**src/hdl/stpv_pkg.sv**
```systemverilog
// Package with shared types, constants and codes for the sorted table with prime view.
package stpv_pkg;

  localparam int DEF_CAPACITY = 64;

  typedef enum logic [1:0] {
    KIND_INSERT = 2'd0,
    KIND_REMOVE = 2'd1,
    KIND_READ   = 2'd2,
    KIND_PRIME  = 2'd3
  } kind_t;

  typedef enum logic [1:0] {
    ST_OK        = 2'd0,
    ST_NOT_FOUND = 2'd1,
    ST_RANGE     = 2'd2,
    ST_FULL      = 2'd3
  } status_t;

  typedef enum logic [3:0] {
    S_IDLE,
    S_PRIME,
    S_INS_RD,
    S_INS_WR,
    S_INS_PUT,
    S_REM_RD,
    S_REM_CMP,
    S_SHL_RD,
    S_SHL_WR,
    S_READ_RD,
    S_READ_WAIT,
    S_PRM_RD,
    S_PRM_CHK,
    S_DONE
  } state_t;

  // States of the primality unit.
  typedef enum logic [1:0] {P_IDLE, P_SQR, P_DIV, P_OUT} pstate_t;

  // Handshake between the controller and the primality unit.
  typedef struct packed {
    logic start;
  } prime_req_t;

  typedef struct packed {
    logic done;
    logic is_prime;
  } prime_rsp_t;

endpackage

```
**src/hdl/stpv_prime.sv**
```systemverilog
// Iterative trial-division primality unit, one odd divisor per remainder pass.
module stpv_prime
  import stpv_pkg::*;
(
  input  logic              clk,
  input  logic              rst,
  input  prime_req_t        req,
  input  logic signed [31:0] value,
  output prime_rsp_t        rsp
);

  pstate_t     pstate;
  logic [31:0] n;
  logic [31:0] d;
  logic [63:0] sq;
  logic [31:0] rem;
  logic [31:0] quo;
  logic [5:0]  bitn;
  logic        result;

  // Square of the current divisor for the end-of-search check.
  assign sq = {32'd0, d} * {32'd0, d};

  // Trial division: for each odd d, check d*d <= n, then a bit-serial remainder.
  always_ff @(posedge clk) begin
    if (rst) begin
      pstate <= P_IDLE;
      rsp    <= '0;
    end else begin
      rsp.done <= 1'b0;
      case (pstate)
        P_IDLE: begin
          if (req.start) begin
            n <= value;
            d <= 32'd3;
            if (value < 2) begin
              result <= 1'b0;
              pstate <= P_OUT;
            end else if (value == 2) begin
              result <= 1'b1;
              pstate <= P_OUT;
            end else if (!value[0]) begin
              result <= 1'b0;
              pstate <= P_OUT;
            end else begin
              pstate <= P_SQR;
            end
          end
        end
        P_SQR: begin
          if (sq > {32'd0, n}) begin
            result <= 1'b1;
            pstate <= P_OUT;
          end else begin
            rem    <= '0;
            quo    <= n;
            bitn   <= 6'd32;
            pstate <= P_DIV;
          end
        end
        P_DIV: begin
          if (bitn == 6'd0) begin
            if (rem == 32'd0) begin
              result <= 1'b0;
              pstate <= P_OUT;
            end else begin
              d      <= d + 32'd2;
              pstate <= P_SQR;
            end
          end else begin
            if ({rem[30:0], quo[31]} >= d) begin
              rem <= {rem[30:0], quo[31]} - d;
            end else begin
              rem <= {rem[30:0], quo[31]};
            end
            quo  <= {quo[30:0], 1'b0};
            bitn <= bitn - 6'd1;
          end
        end
        default: begin
          rsp.done     <= 1'b1;
          rsp.is_prime <= result;
          pstate       <= P_IDLE;
        end
      endcase
    end
  end

endmodule

```
**config.mk**
```make
export PLATFORM = sky130hd
export DESIGN_NAME = stpv_prime
export DESIGN_NICKNAME = d
export VERILOG_FILES = /design/src/hdl/stpv_pkg.sv /design/src/hdl/stpv_prime.sv
export SDC_FILE = /design/constraint.sdc
export NUM_CORES = 2
export LEC_CHECK = 0
export ABC_AREA = 1
export BUFFER_PORTS_ARGS = -buffer_cell sky130_fd_sc_hd__buf_2
export CORE_UTILIZATION = 57
export DETAILED_ROUTE_END_ITERATION = 6
export PLACE_DENSITY = 0.76
export RECOVER_POWER = 25
export SLEW_MARGIN = 20
export SYNTH_ARGS = -nofsm -noshare
export SYNTH_HDL_FRONTEND = slang
export SYNTH_SLANG_ARGS = --single-unit
```
**constraint.sdc**
```tcl
create_clock -name clk -period 31.5 [get_ports clk]
set_input_delay 6.3 -clock clk [delete_from_list [all_inputs] [get_ports clk]]
set_output_delay 6.3 -clock clk [all_outputs]
set_load 0.02 [all_outputs]
```
==> metrics.cfg <==
[final_layout]
stdcell_area_mm2=0.0412
final_common_cell=inv_1
final_cell_mix=1528 x inv_1, 1155 x nand2_1, 804 x fa_1, 348 x ha_1, 191 x nor2_1
fin_nets=6043
drive_above_1_share_pct=2.85
fillCellCount=6105
area_delta_synth_final_pct=4.44
insertedDiodeCount=0

[min_path]
hold_path_class=reg2reg
min_to=rsp[0]$_SDFFE_PP0P_
worstHoldPathCells=2
hold_start=result$_DFFE_PP_

[clock_network]
cts.root.buffer_cell=clkbuf_16
cts_setup_buffers=0
htree_num_levels=4
clkSinkCount=138
cts_resized=0
cts_tree=done
cts_made_buffers=17
clock_latency_ps=470
ctsHoldBuffers=0
cts.clk_slew.worst_paths_ps=80
clockBufferDepth=2

[floorplan]
die_w_um=265
fp.dieH_um=265
core_area_mm2=0.0686
fp-row-count=96
ios=37
initial_utilization_pct=57.5
die-area_mm2=0.0703

[detailed_routing]
drc=1
drt-total-wl_mm=105
num_vias=30315
routedWlPerCell_um=18.1
drt_first_pass_iters=7
drt_iter0_drc=2283
final_antenna_net_count=0
vias_per_cell=5.23

[worst_setup_path]
r2r-end=rem[29]$_SDFFCE_PP0P_
cp_data_arrival_time_ps=11890
r2r_slack_ps=19690
reg2reg_depth=40
cpMostUsedCell=nand2_1
cpPeakStageDelay_ps=1670
crit_fanout=39
rr_startpoint=d[1]$_SDFFCE_PP1P_
end_kind=flip-flop
slowest_stage=clkbuf_1
cp_data_required_time_ps=31580
crit_type=reg2reg
startpoint_type=flip-flop

[global_route]
grt-ovfl-total=0
grt_antenna_before_repair=0
grt_pass1_vias=32504
grtUsageTotal_pct=31.7
grt_pass1_wl_mm=172
grt_max_degree=105

[yosys]
synth_cells=4886
synthesis.area_mm2=0.0394
synthArstFlopShare_pct=0
synth_edf_count=134
syn_nets=6073
yosysWarningCount=0
muxShareOfSynthArea_pct=0
synth_top_flop_cell=edfxtp_1
synth_compound_area_share_pct=4.60
avgSynthCellArea_um2=8.07
synthXorXnorAreaFrac_pct=1.82
synth_simple_gate_area_share_pct=15.5
ys_ff_latch=138
synth_top_family_by_area=adder cells
synth_cell_types=47
ys_seq_area_share_pct=10.4
synthAdderAreaFrac_pct=51.8

[sta]
tightest_slew_ps=4080
drv_slew=139
max_freq_ghz=0.0847
final.min_clock_period_ps=11810
rsz0062_at_grt=false
skew_ps=29.7
finalHoldViolCount=0
setup_viol=0
setup_tns_ps=0
final.period_utilization_pct=37.5
slew_headroom_pct=-172

[run_status]
status=finished with violations
violations=design-rule violations, max-capacitance violations, max-slew violations

[run]
maxCapViolations=2

[place]
dpl.hpwl_mm=88.5
place_area_mm2=0.0406
port_buffers=36
gp_congestion=0.995

## worst max path at each step
stage,from,end,slack [ps]
5_1_grt,d[1]$_SDFFCE_PP1P_,rem[29]$_SDFFCE_PP0P_,19100
6_report,d[1]$_SDFFCE_PP1P_,rem[29]$_SDFFCE_PP0P_,19690
4_1_cts,d[10]$_SDFFCE_PP0P_,rem[29]$_SDFFCE_PP0P_,20820
2_1_floorplan,d[11]$_SDFFCE_PP0P_,bitn[0]$_SDFFCE_PP0P_,21260
3_5_place_dp,d[10]$_SDFFCE_PP0P_,rem[28]$_SDFFCE_PP0P_,20890
3_3_place_gp,d[14]$_SDFFCE_PP0P_,rem[28]$_SDFFCE_PP0P_,20900
## cell families after synthesis
logic type               count (synthesis)
AO/OA/AOI/OAI                          334
XOR/XNOR                                82
adder cells (fa/ha/maj)               1152
buffers and inverters                 1657
flip-flops                             138
AND/OR/NAND/NOR                       1523
## Yosys cell counts (all sizes together), types with 9 or more instances
cell type / instances / share of area [%]
ha: 348 / 11
nand2: 1160 / 11
nor4: 19 / 0.30
inv: 1536 / 15
o21bai: 11 / 0.21
o21ai: 120 / 1.5
nand4: 24 / 0.41
edfxtp: 134 / 10
or2: 10 / 0.16
a21oi: 165 / 2.2
nand3: 71 / 0.91
nand3b: 11 / 0.21
xor2: 49 / 1.1
fa: 804 / 41
nor2: 197 / 2.0
xnor2: 33 / 0.73
clkbuf: 79 / 0.75
nor3: 25 / 0.39
a21o: 9 / 0.17
buf: 41 / 0.41
a31oi: 9 / 0.14
## sequential cells by signal, summed over array words and instances, names as in the netlist
signal / flops
n: 32
quo: 32
rem: 32
d: 31
bitn: 6
pstate: 2
rsp: 2
result: 1
## per-layer routing
layer	part of all wire, %	wire length [um]	GRT usage, %
met5	0	0	0
met4	3.1	3270	8.84
met3	8.8	9250	5.43
met2	48	49900	52.7
met1	40	42400	43.0
## worst max-delay path: cells and delay by family (launching register included)
family	cells	cell delay, ps
adder cells (fa/ha/maj)	10	4450
AO/OA/AOI/OAI	2	930
flip-flops	1	320
buffers and inverters	4	2400
AND/OR/NAND/NOR	22	2870
XOR/XNOR	2	410
## layout make-up
| class | instances | area [um^2] | share of cell area, % |
|---|---|---|---|
| multi-input cells | 3091 | 29100 | 70.6 |
| repair buffers | 71 | 435 | 1.06 |
| clock inverters | 14 | 193 | 0.468 |
| clock buffers | 18 | 429 | 1.04 |
| well taps | 931 | 1160 | 2.83 |
| inverters | 1537 | 5770 | 14.0 |
| flip-flops and latches | 138 | 4100 | 9.96 |
## per-stage QoR
step | utilization, % | hold WS [ps] | cells | setup WS (ps)
finish | 60.1 | 497 | 5800 | 19690
detailed placement | 59.2 | 484 | 5768 | 20890
CTS | 60.1 | 494 | 5800 | 20820
floorplan | - | 447 | 4886 | 21260
global placement | 59.2 | 475 | 5768 | 20900
global route | 60.1 | 555 | 5800 | 19100
Power is left out: the tool's default activity adds up to more than one toggle a clock period on the data nets, which glitch-free logic cannot reach.
